--- config.mk ---
export PLATFORM = sky130hd
export DESIGN_NAME = script_text_tokenizer_unit
export DESIGN_NICKNAME = d
export VERILOG_FILES = /design/src/design/stt_pkg.sv /design/src/design/stt_lexer.sv /design/src/design/stt_out_queue.sv /design/src/design/script_text_tokenizer_unit.sv
export SDC_FILE = /design/constraint.sdc
export NUM_CORES = 1
export LEC_CHECK = 0
export BUFFER_PORTS_ARGS = -buffer_cell sky130_fd_sc_hd__buf_2
export CAP_MARGIN = 10
export CELL_PAD_IN_SITES_DETAIL_PLACEMENT = 0
export CELL_PAD_IN_SITES_GLOBAL_PLACEMENT = 1
export CORE_MARGIN = 1
export CORE_UTILIZATION = 50
export DETAILED_ROUTE_END_ITERATION = 10
export GPL_TIMING_DRIVEN = 0
export PLACE_DENSITY = 0.91
export SYNTH_ARGS = -nofsm -noshare
export SYNTH_HDL_FRONTEND = slang
export SYNTH_HIERARCHICAL = 1
export SYNTH_SLANG_ARGS = --single-unit
--- constraint.sdc ---
create_clock -name clk -period 7.5 [get_ports clk]
set_clock_uncertainty 0.2 [all_clocks]
set_input_delay 1.875 -clock clk [delete_from_list [all_inputs] [get_ports clk]]
set_output_delay 1.875 -clock clk [all_outputs]
set_load 0.02 [all_outputs]
--- src/design/stt_pkg.sv ---
// ----------------------------------------------------------------------------
// stt_pkg: shared definitions of the script text tokenizer
// Constants, codes and types that the tokenizer modules share.
// ----------------------------------------------------------------------------
package stt_pkg;

    // sizes
    localparam int MAX_SPECIALS  = 8;
    localparam int LINE_BITS     = 16;
    localparam int LINE_OUT_W    = 16;
    localparam int SPECIAL_W     = 64;
    localparam int COUNT_W       = 4;
    localparam int CFG_IDX_W     = 2;
    localparam int CFG_DATA_W    = 64;
    localparam int QUEUE_DEPTH   = 4;
    localparam int QPTR_W        = $clog2(QUEUE_DEPTH);
    localparam int QCNT_W        = $clog2(QUEUE_DEPTH + 1);

    // register indexes
    localparam logic [CFG_IDX_W-1:0] CFG_SPECIAL_CHARS = 2'd0;
    localparam logic [CFG_IDX_W-1:0] CFG_SPECIAL_COUNT = 2'd1;
    localparam logic [CFG_IDX_W-1:0] CFG_FULL_SPECIALS = 2'd2;

    // register reset values: the set {};,:|=/
    localparam logic [SPECIAL_W-1:0] SPECIAL_CHARS_RST = 64'd3404013482654006651;
    localparam logic [COUNT_W-1:0]   SPECIAL_COUNT_RST = 4'd8;

    // characters
    localparam logic [7:0] CH_TAB   = 8'd9;
    localparam logic [7:0] CH_LF    = 8'd10;
    localparam logic [7:0] CH_CR    = 8'd13;
    localparam logic [7:0] CH_SPACE = 8'd32;
    localparam logic [7:0] CH_QUOTE = 8'd34;
    localparam logic [7:0] CH_STAR  = 8'd42;
    localparam logic [7:0] CH_SLASH = 8'd47;

    // byte kinds
    localparam logic [2:0] KIND_SPACE   = 3'd0;
    localparam logic [2:0] KIND_COMMENT = 3'd1;
    localparam logic [2:0] KIND_WORD    = 3'd2;
    localparam logic [2:0] KIND_SPECIAL = 3'd3;
    localparam logic [2:0] KIND_QUOTE   = 3'd4;
    localparam logic [2:0] KIND_QUOTED  = 3'd5;

    // lexer modes
    localparam logic [2:0] MODE_BETWEEN = 3'd0;
    localparam logic [2:0] MODE_WORD    = 3'd1;
    localparam logic [2:0] MODE_RUN     = 3'd2;
    localparam logic [2:0] MODE_QUOTE   = 3'd3;
    localparam logic [2:0] MODE_LINEC   = 3'd4;
    localparam logic [2:0] MODE_BLOCKC  = 3'd5;

    typedef struct packed {
        logic [SPECIAL_W-1:0] special_chars;
        logic [COUNT_W-1:0]   special_count;
        logic                 full_specials;
    } cfg_t;

    typedef struct packed {
        logic [7:0]            out_byte;
        logic [2:0]            byte_kind;
        logic                  token_begins;
        logic [LINE_OUT_W-1:0] line_number;
        logic                  last_out;
    } result_t;

endpackage

--- src/design/stt_lexer.sv ---
// ----------------------------------------------------------------------------
// stt_lexer: lexer state and per-byte classification
// Classifies the staged byte against the lexer state and produces zero, one
// or two results; the state advances when the staged byte is consumed.
// ----------------------------------------------------------------------------
module stt_lexer (
    input  logic             clk,
    input  logic             rst_n,
    input  stt_pkg::cfg_t    cfg,
    input  logic [7:0]       in_byte,
    input  logic             in_last,
    input  logic             advance,
    output stt_pkg::result_t res0,
    output stt_pkg::result_t res1,
    output logic [1:0]       res_count
);
    import stt_pkg::*;

    logic [2:0]           mode_reg, mode_next;
    logic                 held_reg, held_next;
    logic                 star_reg, star_next;
    logic [LINE_BITS-1:0] line_reg, line_next;

    logic       sp_b, sp_slash, is_ws;
    logic [2:0] mode_mid, slash_kind, slash_mode, kind;
    logic       begins, go_between, hold_now, comment_pair, slash_pre;
    logic [LINE_OUT_W-1:0] line_out;

    // match against the configured special set
    function automatic logic special_hit(input cfg_t c, input logic [7:0] b);
        logic [COUNT_W-1:0] n_eff;
        logic               hit;
        n_eff = (c.special_count > COUNT_W'(MAX_SPECIALS)) ?
                COUNT_W'(MAX_SPECIALS) : c.special_count;
        hit = 1'b0;
        for (int i = 0; i < MAX_SPECIALS; i++)
        begin
            if ((COUNT_W'(i) < n_eff) && (c.special_chars[8*i +: 8] == b))
            begin
                hit = 1'b1;
            end
        end
        return hit;
    endfunction

    assign sp_b     = special_hit(cfg, in_byte);
    assign sp_slash = special_hit(cfg, CH_SLASH);
    assign is_ws    = (in_byte == CH_LF) || (in_byte == CH_CR) ||
                      (in_byte == CH_SPACE) || (in_byte == CH_TAB);
    assign line_out = LINE_OUT_W'(line_reg);

    // a slash that turns out to be a token
    assign slash_kind = sp_slash ? KIND_SPECIAL : KIND_WORD;
    assign slash_mode = sp_slash ? (cfg.full_specials ? MODE_RUN : MODE_BETWEEN)
                                 : MODE_WORD;

    // classification and next state
    always_comb
    begin
        comment_pair = 1'b0;
        slash_pre    = 1'b0;
        mode_mid     = mode_reg;
        if (held_reg)
        begin
            if ((in_byte == CH_SLASH) || (in_byte == CH_STAR))
            begin
                comment_pair = 1'b1;
            end
            else
            begin
                slash_pre = 1'b1;
                mode_mid  = slash_mode;
            end
        end

        go_between = 1'b0;
        hold_now   = 1'b0;
        kind       = KIND_SPACE;
        begins     = 1'b0;
        mode_next  = mode_mid;
        star_next  = star_reg;
        case (mode_mid)
            MODE_WORD:
            begin
                if (is_ws || sp_b)
                    go_between = 1'b1;
                else
                    kind = KIND_WORD;
            end
            MODE_RUN:
            begin
                if (cfg.full_specials && sp_b)
                    kind = KIND_SPECIAL;
                else
                    go_between = 1'b1;
            end
            MODE_QUOTE:
            begin
                if (in_byte == CH_QUOTE)
                begin
                    kind      = KIND_QUOTE;
                    mode_next = MODE_BETWEEN;
                end
                else
                begin
                    kind = KIND_QUOTED;
                end
            end
            MODE_LINEC:
            begin
                kind = KIND_COMMENT;
                if ((in_byte == CH_LF) || (in_byte == CH_CR))
                    mode_next = MODE_BETWEEN;
            end
            MODE_BLOCKC:
            begin
                kind = KIND_COMMENT;
                if (star_reg && (in_byte == CH_SLASH))
                begin
                    mode_next = MODE_BETWEEN;
                    star_next = 1'b0;
                end
                else
                begin
                    star_next = (in_byte == CH_STAR);
                end
            end
            default:
            begin
                go_between = 1'b1;
            end
        endcase

        // between tokens
        if (go_between)
        begin
            if (is_ws)
            begin
                kind      = KIND_SPACE;
                mode_next = MODE_BETWEEN;
            end
            else if (in_byte == CH_SLASH)
            begin
                if (!in_last)
                begin
                    hold_now = 1'b1;
                end
                else
                begin
                    begins    = 1'b1;
                    kind      = slash_kind;
                    mode_next = slash_mode;
                end
            end
            else
            begin
                begins = 1'b1;
                if (sp_b)
                begin
                    kind      = KIND_SPECIAL;
                    mode_next = cfg.full_specials ? MODE_RUN : MODE_BETWEEN;
                end
                else if (in_byte == CH_QUOTE)
                begin
                    kind      = KIND_QUOTE;
                    mode_next = MODE_QUOTE;
                end
                else
                begin
                    kind      = KIND_WORD;
                    mode_next = MODE_WORD;
                end
            end
        end

        held_next = hold_now;
        line_next = line_reg;
        res0      = '{out_byte: in_byte, byte_kind: kind, token_begins: begins,
                      line_number: line_out, last_out: in_last};
        res1      = res0;
        if (comment_pair)
        begin
            res0 = '{out_byte: CH_SLASH, byte_kind: KIND_COMMENT, token_begins: 1'b0,
                     line_number: line_out, last_out: 1'b0};
            res1 = '{out_byte: in_byte, byte_kind: KIND_COMMENT, token_begins: 1'b0,
                     line_number: line_out, last_out: in_last};
            res_count = 2'd2;
            mode_next = (in_byte == CH_SLASH) ? MODE_LINEC : MODE_BLOCKC;
            star_next = 1'b0;
            held_next = 1'b0;
        end
        else
        begin
            if (slash_pre)
            begin
                res0 = '{out_byte: CH_SLASH, byte_kind: slash_kind, token_begins: 1'b1,
                         line_number: line_out, last_out: 1'b0};
                res1 = '{out_byte: in_byte, byte_kind: kind, token_begins: begins,
                         line_number: line_out, last_out: in_last};
                res_count = 2'd2;
            end
            else
            begin
                res_count = hold_now ? 2'd0 : 2'd1;
            end
            // line advances after the result of a line feed
            if (!hold_now && (in_byte == CH_LF) && (line_reg != {LINE_BITS{1'b1}}))
                line_next = line_reg + LINE_BITS'(1);
        end

        // end of text returns the lexer to its start state
        if (in_last)
        begin
            mode_next = MODE_BETWEEN;
            held_next = 1'b0;
            star_next = 1'b0;
            line_next = LINE_BITS'(1);
        end
    end

    // state registers
    always_ff @(posedge clk or negedge rst_n)
    begin
        if (!rst_n)
        begin
            mode_reg <= MODE_BETWEEN;
            held_reg <= 1'b0;
            star_reg <= 1'b0;
            line_reg <= LINE_BITS'(1);
        end
        else if (advance)
        begin
            mode_reg <= mode_next;
            held_reg <= held_next;
            star_reg <= star_next;
            line_reg <= line_next;
        end
    end

endmodule

--- src/design/stt_out_queue.sv ---
// ----------------------------------------------------------------------------
// stt_out_queue: result queue
// Small queue that takes up to two results per cycle and hands out one per
// output transaction.
// ----------------------------------------------------------------------------
module stt_out_queue (
    input  logic                     clk,
    input  logic                     rst_n,
    input  logic                     push,
    input  logic [1:0]               push_count,
    input  stt_pkg::result_t         push0,
    input  stt_pkg::result_t         push1,
    output logic                     room,
    output logic [stt_pkg::QCNT_W-1:0] count,
    output logic                     out_valid,
    input  logic                     out_stall,
    output stt_pkg::result_t         head
);
    import stt_pkg::*;

    result_t           mem [QUEUE_DEPTH];
    logic [QPTR_W-1:0] wr_ptr_reg, wr_ptr_next;
    logic [QPTR_W-1:0] rd_ptr_reg, rd_ptr_next;
    logic [QCNT_W-1:0] count_reg, count_next;
    logic [QCNT_W-1:0] n_in;
    logic              pop;

    assign n_in      = push ? QCNT_W'(push_count) : '0;
    assign out_valid = (count_reg != '0);
    assign pop       = out_valid && !out_stall;
    assign room      = (count_reg <= QCNT_W'(QUEUE_DEPTH - 2));
    assign count     = count_reg;
    assign head      = mem[rd_ptr_reg];

    // pointer and fill count update
    always_comb
    begin
        wr_ptr_next = wr_ptr_reg + QPTR_W'(n_in);
        rd_ptr_next = rd_ptr_reg + QPTR_W'(pop);
        count_next  = count_reg + n_in - QCNT_W'(pop);
    end

    always_ff @(posedge clk or negedge rst_n)
    begin
        if (!rst_n)
        begin
            wr_ptr_reg <= '0;
            rd_ptr_reg <= '0;
            count_reg  <= '0;
        end
        else
        begin
            wr_ptr_reg <= wr_ptr_next;
            rd_ptr_reg <= rd_ptr_next;
            count_reg  <= count_next;
        end
    end

    // result storage
    always_ff @(posedge clk)
    begin
        if (push && (push_count != 2'd0))
            mem[wr_ptr_reg] <= push0;
        if (push && (push_count == 2'd2))
            mem[wr_ptr_reg + QPTR_W'(1)] <= push1;
    end

endmodule

--- src/design/script_text_tokenizer_unit.sv ---
// ----------------------------------------------------------------------------
// script_text_tokenizer_unit: script text tokenizer
// Labels each byte of a script text and marks token starts and line numbers.
// ----------------------------------------------------------------------------
// One byte is taken per cycle into an input register unless in_stall is raised;
// the lexer classifies it from that register and writes its results into a
// four-entry result queue. A byte gives zero results (a held slash), one, or
// two (a held slash reported with the byte that decides it). Bytes flow at
// one per cycle as long as the queue has room for two results; the output side
// hands out one result per cycle while out_stall is low, so a stream of
// two-result bytes runs at the output rate of one result per cycle.
// Configuration writes are always ready and must only be issued while the
// block is idle.
module script_text_tokenizer_unit (
    input  logic                            clk,
    input  logic                            rst_n,
    input  logic                            in_valid,
    output logic                            in_stall,
    input  logic [7:0]                      text_byte,
    input  logic                            last_byte,
    output logic                            out_valid,
    input  logic                            out_stall,
    output logic [7:0]                      out_byte,
    output logic [2:0]                      byte_kind,
    output logic                            token_begins,
    output logic [stt_pkg::LINE_OUT_W-1:0]  line_number,
    output logic                            last_out,
    input  logic                            cfg_valid,
    output logic                            cfg_ready,
    input  logic [stt_pkg::CFG_IDX_W-1:0]   cfg_index,
    input  logic [stt_pkg::CFG_DATA_W-1:0]  cfg_data
);
    import stt_pkg::*;

    cfg_t              cfg_reg;
    logic              stage_valid_reg, stage_valid_next;
    logic [7:0]        stage_byte_reg;
    logic              stage_last_reg;
    logic              accept, advance, room;
    result_t           res0, res1, head;
    logic [1:0]        res_count;
    logic [QCNT_W-1:0] q_count;

    // configuration registers
    assign cfg_ready = 1'b1;

    always_ff @(posedge clk or negedge rst_n)
    begin
        if (!rst_n)
        begin
            cfg_reg.special_chars <= SPECIAL_CHARS_RST;
            cfg_reg.special_count <= SPECIAL_COUNT_RST;
            cfg_reg.full_specials <= 1'b0;
        end
        else if (cfg_valid && cfg_ready)
        begin
            case (cfg_index)
                CFG_SPECIAL_CHARS: cfg_reg.special_chars <= cfg_data[SPECIAL_W-1:0];
                CFG_SPECIAL_COUNT: cfg_reg.special_count <= cfg_data[COUNT_W-1:0];
                CFG_FULL_SPECIALS: cfg_reg.full_specials <= cfg_data[0];
                default:           cfg_reg <= cfg_reg;
            endcase
        end
    end

    // input register
    assign advance  = stage_valid_reg && room;
    assign in_stall = stage_valid_reg && !room;
    assign accept   = in_valid && !in_stall;

    always_comb
    begin
        stage_valid_next = stage_valid_reg;
        if (accept)
            stage_valid_next = 1'b1;
        else if (advance)
            stage_valid_next = 1'b0;
    end

    always_ff @(posedge clk or negedge rst_n)
    begin
        if (!rst_n)
            stage_valid_reg <= 1'b0;
        else
            stage_valid_reg <= stage_valid_next;
    end

    always_ff @(posedge clk)
    begin
        if (accept)
        begin
            stage_byte_reg <= text_byte;
            stage_last_reg <= last_byte;
        end
    end

    // lexer
    stt_lexer u_lexer (
        .clk       (clk),
        .rst_n     (rst_n),
        .cfg       (cfg_reg),
        .in_byte   (stage_byte_reg),
        .in_last   (stage_last_reg),
        .advance   (advance),
        .res0      (res0),
        .res1      (res1),
        .res_count (res_count)
    );

    // result queue
    stt_out_queue u_queue (
        .clk        (clk),
        .rst_n      (rst_n),
        .push       (advance),
        .push_count (res_count),
        .push0      (res0),
        .push1      (res1),
        .room       (room),
        .count      (q_count),
        .out_valid  (out_valid),
        .out_stall  (out_stall),
        .head       (head)
    );

    assign out_byte     = head.out_byte;
    assign byte_kind    = head.byte_kind;
    assign token_begins = head.token_begins;
    assign line_number  = head.line_number;
    assign last_out     = head.last_out;

    // checks
    a_queue_bound: assert property (@(posedge clk) disable iff (!rst_n)
        q_count <= QCNT_W'(QUEUE_DEPTH))
        else $error("result queue overfilled");

    a_stall_needs_stage: assert property (@(posedge clk) disable iff (!rst_n)
        in_stall |-> (stage_valid_reg && !room))
        else $error("input stalled without a waiting byte");

    a_pair_lands: assert property (@(posedge clk) disable iff (!rst_n)
        (advance && (res_count == 2'd2)) |=> (q_count >= QCNT_W'(2)))
        else $error("two results not both queued");

    a_out_with_count: assert property (@(posedge clk) disable iff (!rst_n)
        (q_count == '0) |-> !out_valid)
        else $error("result offered from empty queue");

endmodule
After elaboration in Yosys (flattened, before gate mapping)
Memory sizes are Yosys's and may differ from the RTL's.
Index checks and enable logic that the tools add are counted.
Word-level totals
  output and inout port bits: 32
  memories kept: 1
  memory bits (read-only): 0
  logic and storage cells: 192
  bits in registers: 107
  bits of input ports: 80
  bits in latches: 0
  memory bits (writable): 116
Memory list
  u_queue.mem: words 4, width 29, rd ports 1, clocked after Yosys merged registers in 0, write ports 2, line stt_out_queue.sv:21  | result_t mem [QUEUE_DEPTH];
Cells by class
  div/mod/pow operators: 0
  equal/unequal tests: 33
  shift operators: 0
  multipliers: 0
  $lt $le $gt $ge: 10
  add/subtract/negate cells: 6
  bitwise logic cells: 0
  reduce and logical (&&, ||, !) cells: 48
  mux-type cells: 81
Operators with widths (number)
  8-bit by 6-bit equality test with 1-bit output (second input constant): 12
  8-bit equality test: 8
  29-bit two-way mux: 2
  3-bit two-way mux: 17
  16-bit two-way mux: 3
  1-bit two-way mux: 46
  1-bit logical AND: 26
  8-bit by 4-bit equality test with 1-bit output (second input constant): 3
  21-bit two-way mux: 1
  16-bit by 1-bit adder with 16-bit output (second input constant): 1
  3-bit by 4-bit less-than comparator with 1-bit output (first input constant): 4
  2-bit two-way mux: 8
  16-bit != test (second input constant): 1
  3-bit one-hot mux with 4 select lines: 1
  3-bit one-hot mux with 3 select lines: 1
  1-bit by 4-bit less-than comparator with 1-bit output (first input constant): 2
  2-bit by 4-bit less-than comparator with 1-bit output (first input constant): 2
  2-bit AND reduction: 4
  3-bit by 2-bit equality test with 1-bit output (second input constant): 2
  3-bit equality test (second input constant): 2
  2-bit nonzero test: 3
  3-bit nonzero test: 2
  1-bit logical OR: 5
  2-bit equality test (second input constant): 2
  other kinds (17): 20

Logic depth before layout (Yosys ltp)
  depth in word-level cells: 26
  gate-level depth with buffers: 20
  gate-level depth less buffers: 18

Hierarchy
The synthesis kept the hierarchy.
By module, submodules not included
  stt_out_queue: area an instance 6032.0 µm², instances 1, seq. area each 3658.5 µm², cells an instance 328
  script_text_tokenizer_unit: area an instance 3273.1 µm², instances 1, seq. area each 2072.0 µm², cells an instance 165
  stt_lexer: area an instance 3004.1 µm², instances 1, seq. area each 526.8 µm², cells an instance 400

Worst setup path before layout
Ideal clock, no wire load.
  path type: reg2reg
  start: register cfg_reg[4] (netlist bit)
  end: memory u_queue/mem[1][0] (netlist bit), enable pin
  slack: 2.276 ns
  period minus slack after synthesis: 5.224 ns
  required time: 6.885 ns
  path buffers: 1
  cell stages (with the launch flop): 16
  arrival time: 4.610 ns
  library setup time: 0.415 ns
  path through: dfstp_2 -> clkbuf_1 -> nand3_1 -> or4_1 -> o2111a_1 -> a31oi_1 -> a21o_1 -> inv_1 -> ha_1 -> or4_4 -> o211ai_4 -> nor2_1 -> nor2_1 -> mux2_2 -> nand2_1 -> nor2_1
RTL lines
  from (decl): line script_text_tokenizer_unit.sv:35  | cfg_t cfg_reg;
  from (signal assigned): line script_text_tokenizer_unit.sv:61  | default: cfg_reg <= cfg_reg;
  to (decl): line stt_out_queue.sv:21

==> run metrics <==
initial core utilization=50.76%; CP Max Fanout=29; Longest Clk Path Bufs=3; status=complete, but fails checks; CTS tree=done; Layout area overhead=14.71%; WL final=28,270 µm; crit path buf inv count=2; Detailed Routing Iterations Pass 1=8; Die Ht=158.9 µm; global-route wire length before repair=44,740 µm; share of layout cells above drive strength 1=46.15%; YS warnings=6; ANT cells=0; Internal=3.139 mW; EDFF count, synth=125; max FFs per register=116; Fillers=1,929; failing checks=design-rule violations; Clock Pin Slew Worst Setup and Hold Paths=0.06 ns; endpoints failing hold=0; Ports=112; post-synth top area share=30.49%; wire per inst=20.56 µm; Crit. End Element=register; most frequent cell after synthesis=edfxtp_1; Remaining DRCs=2; placer congestion estimate=0.8884; Post-Syn Nets=979; later-pin clock latency in the skew report=0.53 ns; core area=0.02425 mm²; largest net degree at the start of global routing=62; H-tree levels=1; total global routing track utilization=22.58%; Nets=1,118; Peak VDD IR=0.0002175 V; Synth area leader=edfxtp_1; clock network power share=24.8%; Critical Path Start Type=register; Period Utilization, post-route=73.18%; actual slew at the worst max-slew pin=1.071 ns; Crit path max-delay family=simple AND/OR/NAND/NOR gates; cell repeated most along the worst path=nor2_1; Max Clk Rate=182.2 MHz; final max-slew violation count=0; Post-Synthesis Cells=893; antenna violations before repair=1; Syn Area/Cell=13.78 µm²; Critical Path AT=5.43 ns; PostCTS Resize Cnt=0; crit path kind=register to register; area of the die=0.02525 mm²; ANT nets after route=0; max-cap violations=0; Sw Ratio=33.81%; Worst EP required=7.44 ns; Flop pwr share=38.7%; HP Class=register to register; final setup fails=0; fraction of registers with async set/reset=43.95%; largest cells by area after synthesis=edfxtp_1, dfrtp_1, mux2_2; Post-CTS Setup Inserts=0; Sink Count=223; vias post-DR=7,794; power density cells=335.9 mW/mm²; post-route minimum period=5.489 ns; slew margin rel.=28.04%; worst-path cell chain=clkbuf_1 -> nand3_1 -> or4_1 -> o2111a_1 -> a31oi_1 -> a21o_1 -> inv_1 -> ha_1 -> or4_4 -> o211ai_4 -> nor2_1 -> nor2_1 -> nor2_1 -> nor3_1 -> o21a_2; GRT overflow=0; Synth cell types=71; DR vias/cell=5.668; P_sw=1.604 mW; clock buffer count from CTS=25; top cells by count, synth=edfxtp_1, mux2_2, mux2_4; DR iter-0 viols=606; vias in the first global route=8,011; overall die width=158.9 µm; fin util=58.23%; setup TNS=0 ns; CTS Root Cell=clkbuf_16; synthesized area=0.01231 mm²; Port Buffer Count=110; Rows=57; CP max stage cell=o21a_2; CP max stage delay=0.77 ns; Leakage=5.490 nW; #FFs+latches synth=223; RSZ-0062 raised after global routing=no; Hold-fix buffers, CTS=0; part of the Yosys area used for sequential elements=50.83%; combinational power share=36.5%; Post-synth top flop=edfxtp_1; hpwl dp=19,000 µm
## routing by layer
| layer | global-route usage (%) | wire length, µm | vias to the layer above |
|---|---|---|---|
| met1 | 30.84 | 12380 | 3911 |
| li1 | - | - | 3608 |
| met5 | 0 | 13 | - |
| met2 | 38.58 | 13960 | 239 |
| met3 | 2.978 | 1495 | 34 |
| met4 | 4.851 | 417 | 2 |
## area by class of cell
type | count | area, µm² | share of cell area, %
clock buffers | 35 | 693.2 | 4.909
clock inverters | 11 | 92.59 | 0.6557
repair buffers | 112 | 608.1 | 4.307
multi-input cells | 585 | 5492 | 38.89
flip-flops and latches | 223 | 6257 | 44.32
inverters | 12 | 45.04 | 0.3190
well taps | 324 | 405.4 | 2.871
plain buffers | 73 | 526.8 | 3.731
## cell families after synthesis
| group | Yosys count | share of synthesized area (%) |
|---|---|---|
| flops | 223 | 50.83 |
| compound gates | 69 | 3.954 |
| fa+ha+maj | 6 | 0.6709 |
| other cells | 1 | 0.03046 |
| buf+inv | 85 | 4.645 |
| simple gates | 211 | 9.494 |
| mux | 216 | 24.54 |
| xor+xnor | 82 | 5.835 |
## worst register-to-register path: stages (launching register included)
cell and delay [ns]:
dfstp_2 0.53, clkbuf_1 0.46, nand3_1 0.12, or4_1 0.51
o2111a_1 0.22, a31oi_1 0.38, a21o_1 0.16, inv_1 0.05
ha_1 0.32, or4_4 0.59, o211ai_4 0.20, nor2_1 0.08
nor2_1 0.25, nor2_1 0.12, nor3_1 0.14, o21a_2 0.77
## final timing paths
path                                               from                               to  slack, ns  depth (start not counted)
setup / recovery                 cfg_reg[4]$_DFFE_PN1P_      u_queue/mem[0][6]$_DFFE_PP_       2.01                         15
hold / removal             u_lexer/star_reg$_DFFE_PN0P_     u_lexer/star_reg$_DFFE_PN0P_       0.30                          1
setup reg to reg                 cfg_reg[4]$_DFFE_PN1P_      u_queue/mem[0][6]$_DFFE_PP_       2.01                         15
hold reg to reg            u_lexer/star_reg$_DFFE_PN0P_     u_lexer/star_reg$_DFFE_PN0P_       0.30                          1
max in group asynchronous                         rst_n  u_lexer/line_out[0]$_DFFE_PN1P_       5.24                          2
min in group asynchronous                         rst_n          cfg_reg[44]$_DFFE_PN0P_       1.13                          1
## through the flow
stage          power, mW  setup WS, ns  hold slack [ns]  cell area [µm²]  cells
2_1_floorplan      3.081         2.276           0.2656            12310    893
3_3_place_gp       3.524        0.5968           0.2859            13270   1327
3_5_place_dp       3.576         2.126           0.2900            13330   1329
4_1_cts            4.762         2.084           0.3040            14120   1375
5_1_grt            4.968         1.712           0.3115            14120   1375
6_report           4.742         2.011           0.3015            14120   1375
## power by group through the flow
stage	clock, mW	combinational, mW	sequential, mW
after floorplan	0	1.29	1.79
after global routing	1.24	1.86	1.87
final	1.18	1.73	1.84
after CTS	1.20	1.73	1.83
after global placement	0	1.68	1.85
after detailed placement	0	1.72	1.85
## placed cells by master, fill, tap and decap left out, types with 5 or more instances in the layout
cell type and n:
buf_2 131, edfxtp_1 125, mux2_2 116, mux2_4 70, dfrtp_1 57, xnor2_1 52, dfstp_2 41, nor2_1 34
nand2_1 33, xor2_1 30, buf_4 29, mux4_2 29, clkbuf_16 25, nor3_1 24, nand3_1 21, clkbuf_1 20
nand4_1 18, o21ai_0 14, nand2b_1 12, inv_1 12, a21oi_1 12, nor4_1 10, or2_2 7, nor2b_1 7
buf_12 6, or3_1 6, and2_1 5, clkinv_2 5, o211ai_1 5, ha_1 5
No activity file was read; power rests on OpenSTA's default activity.
